File: src/rtl/core/uhc_mul.sv
// Shared unsigned 32 by 32 multiplier with a registered product.
`default_nettype none
module uhc_mul (
    input  wire logic        i_clk,
    input  wire logic [31:0] i_a,
    input  wire logic [31:0] i_b,
    output logic      [63:0] o_p
);
    logic [63:0] r_p;

    always_ff @(posedge i_clk) begin
        r_p <= i_a * i_b;
    end

    assign o_p = r_p;
endmodule
`default_nettype wire

File: config.mk
export PLATFORM = sky130hd
export DESIGN_NAME = uhc_mul
export DESIGN_NICKNAME = d
export VERILOG_FILES = /design/src/rtl/core/uhc_mul.sv
export SDC_FILE = /design/constraint.sdc
export NUM_CORES = 2
export LEC_CHECK = 0
export BUFFER_PORTS_ARGS = -buffer_cell sky130_fd_sc_hd__buf_2
export CORE_UTILIZATION = 50
export CTS_CLUSTER_SIZE = 28
export DETAILED_ROUTE_END_ITERATION = 10
export MAX_ROUTING_LAYER = met4
export PLACE_DENSITY = 0.67
export SLEW_MARGIN = 25
export SYNTH_ARGS = -nofsm -noshare
export SYNTH_HDL_FRONTEND = slang
export SYNTH_SLANG_ARGS = --single-unit
File: constraint.sdc
create_clock -name i_clk -period 24.9 [get_ports i_clk]
set_input_delay 4.98 -clock i_clk [delete_from_list [all_inputs] [get_ports i_clk]]
set_output_delay 4.98 -clock i_clk [all_outputs]
set_load 0.05 [all_outputs]
==> out/qor.yml <==
run_status:
  status: "complete, but fails checks"
  violations: "DRC"
placed_design:
  dpl.hpwl_mm: 71.42
  portBuffers: 128
  globalplace.congestion: 0.9167
global_route:
  grt_pass1_vias: 27141
  antenna_found_initial: 4
  grt_usage_pct: 27.92
  grt_overflow: 0
  grt_max_degree: 33
  grt_pass1_wl_mm: 147.7
floorplan:
  core-area_sq_um: 68590
  fp.dieH_um: 265.3
  core.rowCount: 96
  initial_utilization_pct: 50.56
  die-area_sq_um: 70410
  ios: 129
  die_w_um: 265.3
min_path:
  min_path_cells: 3
  hold_path.class: "input pin to register"
  hold_path_startpoint: "i_b[0]"
  worstHoldEndpoint: "o_p[0]$_DFF_P_"
yosys:
  synth_cells: 3748
  avgSynthCellArea_sq_um: 9.252
  ys_async_sr_fraction_pct: 0
  synth.net_count: 4972
  yosys.area.top_type: "fa_1"
  synth-seq-cells: 64
  yosysTopAreaCellShare_pct: 51.73
  synth_area_leaders: "fa_1 52%, and2_1 11%, ha_1 9.5%, inv_1 9.4%, nand2_1 5.2%"
  synth_ff_type: "dfxtp_1"
  synth_area_sq_um: 34680
  netlist-cell-type-count: 57
  yosys_warnings: 0
  yosysSeqAreaShare_pct: 3.695
  synth_edf_count: 0
route:
  route.vias.total: 24702
  drt_iter0_markers: 1547
  vias_per_cell: 5.358
  drt_drc_violations_left: 2
  dr.pass1.iters: 8
  ant_nets: 0
  drt_wl_total_mm: 89.91
  routedWlPerCell_um: 19.50
timing:
  max_freq_mhz: 79.11
  maxSlewViolCount: 0
  post-route-min-period_ps: 12640
  rsz0062_at_grt: "no"
  worst_pin_slew_ps: 888.0
  setup_viol: 0
  relSlewSlack_pct: 40.80
  fin_crit_sh_pct: 50.76
  hold_viol: 0
  fin_setup_tns_ps: 0
worst_setup_path:
  required_ps: 25170
  arrival_ps: 12910
  crit_path_start: "i_a[18]"
  cp_max_fo: 33
  critPathLaunchType: "input pin"
  crit_type: "input pin to register"
  end_kind: "register"
clock_network:
  h-tree-depth: 3
  numCtsBuffers: 9
  post_cts_resized: 0
  clk_pin_slew_worst_paths_ps: 60
  cts_tree: "built"
  cts_setup_buffers: 0
  cts-root-buf: "clkbuf_16"
  clock_sinks: 64
  clockBufferDepth: 2
  ctsHoldBuffers: 0
final_layout:
  largest_register_ffs: 64
  syn_to_final_growth_pct: 3.817
  drive_above_1_share_pct: 4.435
  fin_nets: 4895
  fillers: 6361
flow_run:
  cap_violations: 0
## layer usage
| metal | vias to the layer above | GRT usage [%] | share of wire, % |
|---|---|---|---|
| met5 | - | - | 0 |
| met4 | 0 | 11.42 | 4.9 |
| met3 | 217 | 3.046 | 4.7 |
| met2 | 806 | 48.45 | 52 |
| met1 | 13001 | 33.12 | 38 |
| li1 | 10678 | - | - |
## cells in the final DEF (no fill, tap or decap), types with 5 or more instances in the layout
| cell type | instances |
|---|---|
| and2_1 | 602 |
| xnor2_1 | 35 |
| inv_1 | 865 |
| o21bai_1 | 10 |
| nand2_1 | 480 |
| o21a_1 | 9 |
| dfxtp_1 | 64 |
| buf_2 | 128 |
| o21ai_1 | 5 |
| a21o_1 | 40 |
| ha_1 | 263 |
| a31oi_1 | 12 |
| nand4_1 | 23 |
| fa_1 | 896 |
| clkbuf_16 | 9 |
| nor3_1 | 7 |
| xor2_1 | 25 |
| nor2_1 | 20 |
| o21ai_0 | 21 |
| nand3_1 | 10 |
| a21oi_1 | 63 |
| and3_1 | 14 |
## worst max-delay path, cell delays in order
cell and delay (ps):
buf_2 600, and2_1 250, fa_1 450, fa_1 560, inv_1 60, fa_1 490
fa_1 510, inv_1 60, fa_1 630, fa_1 450, fa_1 510, fa_1 420
ha_1 500, nand4_1 160, or4_1 560, or3_1 370, a31oi_1 560, a31o_2 300
a211oi_1 110, o21ai_1 180, xor2_1 150
## cell families (layout without fill, tap and decap cells)
kind of cell	count (synthesis)	after routing	synth area share [%]
adders and majority gates	1159	1159	61.22
other	0	4	0
AOI/OAI and AO/OA	202	202	4.153
xor gates and xnor gates	60	60	1.515
and+or+nand+nor	1177	1177	17.62
buffers and inverters	1085	1012	11.77
DFF	64	64	3.695
muxes	1	1	0.02887
## worst max-delay path by stage
stage                                 end  cells after the start
after global placement    o_p[62]$_DFF_P_                     21
after detailed placement  o_p[62]$_DFF_P_                     21
after global routing      o_p[62]$_DFF_P_                     24
after floorplan           o_p[62]$_DFF_P_                     25
after CTS                 o_p[62]$_DFF_P_                     21
final                     o_p[62]$_DFF_P_                     21
## through the flow
stage          std cells  util (%)  instance area [sq um]  hold WS (ps)  worst slack (ps)
2_1_floorplan       3748         -                  34680          5107             13170
3_3_place_gp        4591     52.02                  35680          5450             12170
3_5_place_dp        4591     52.02                  35680          5448             12070
4_1_cts             4606     52.47                  35990          5265             12420
5_1_grt             4609     52.48                  36000          5280             11980
6_report            4610     52.49                  36000          5277             12260
## synthesized netlist by cell type, types with 6 or more instances
library cell	instances
a21o_1	40
a21oi_1	63
a31oi_1	12
and2_1	602
and3_1	14
buf_2	6
clkbuf_1	213
dfxtp_1	64
fa_1	896
ha_1	263
inv_1	865
nand2_1	480
nand3_1	10
nand4_1	23
nor2_1	20
nor3_1	7
o21a_1	9
o21ai_0	21
o21bai_1	10
xnor2_1	35
xor2_1	25
## area by class of cell
| cell class | count | area [sq um] | share of cell area, % |
|---|---|---|---|
| multi-input cells | 2599 | 29310 | 81.43 |
| inverters | 865 | 3247 | 9.019 |
| flip-flops and latches | 64 | 1281 | 3.559 |
| well taps | 931 | 1165 | 3.236 |
| repair buffers | 132 | 670.6 | 1.863 |
| clock buffers | 10 | 229.0 | 0.6360 |
| clock inverters | 5 | 82.58 | 0.2294 |
| diodes | 4 | 10.01 | 0.02780 |
Power is left out: the tool's default activity adds up to more than one toggle a clock period on the data nets, which glitch-free logic cannot reach.
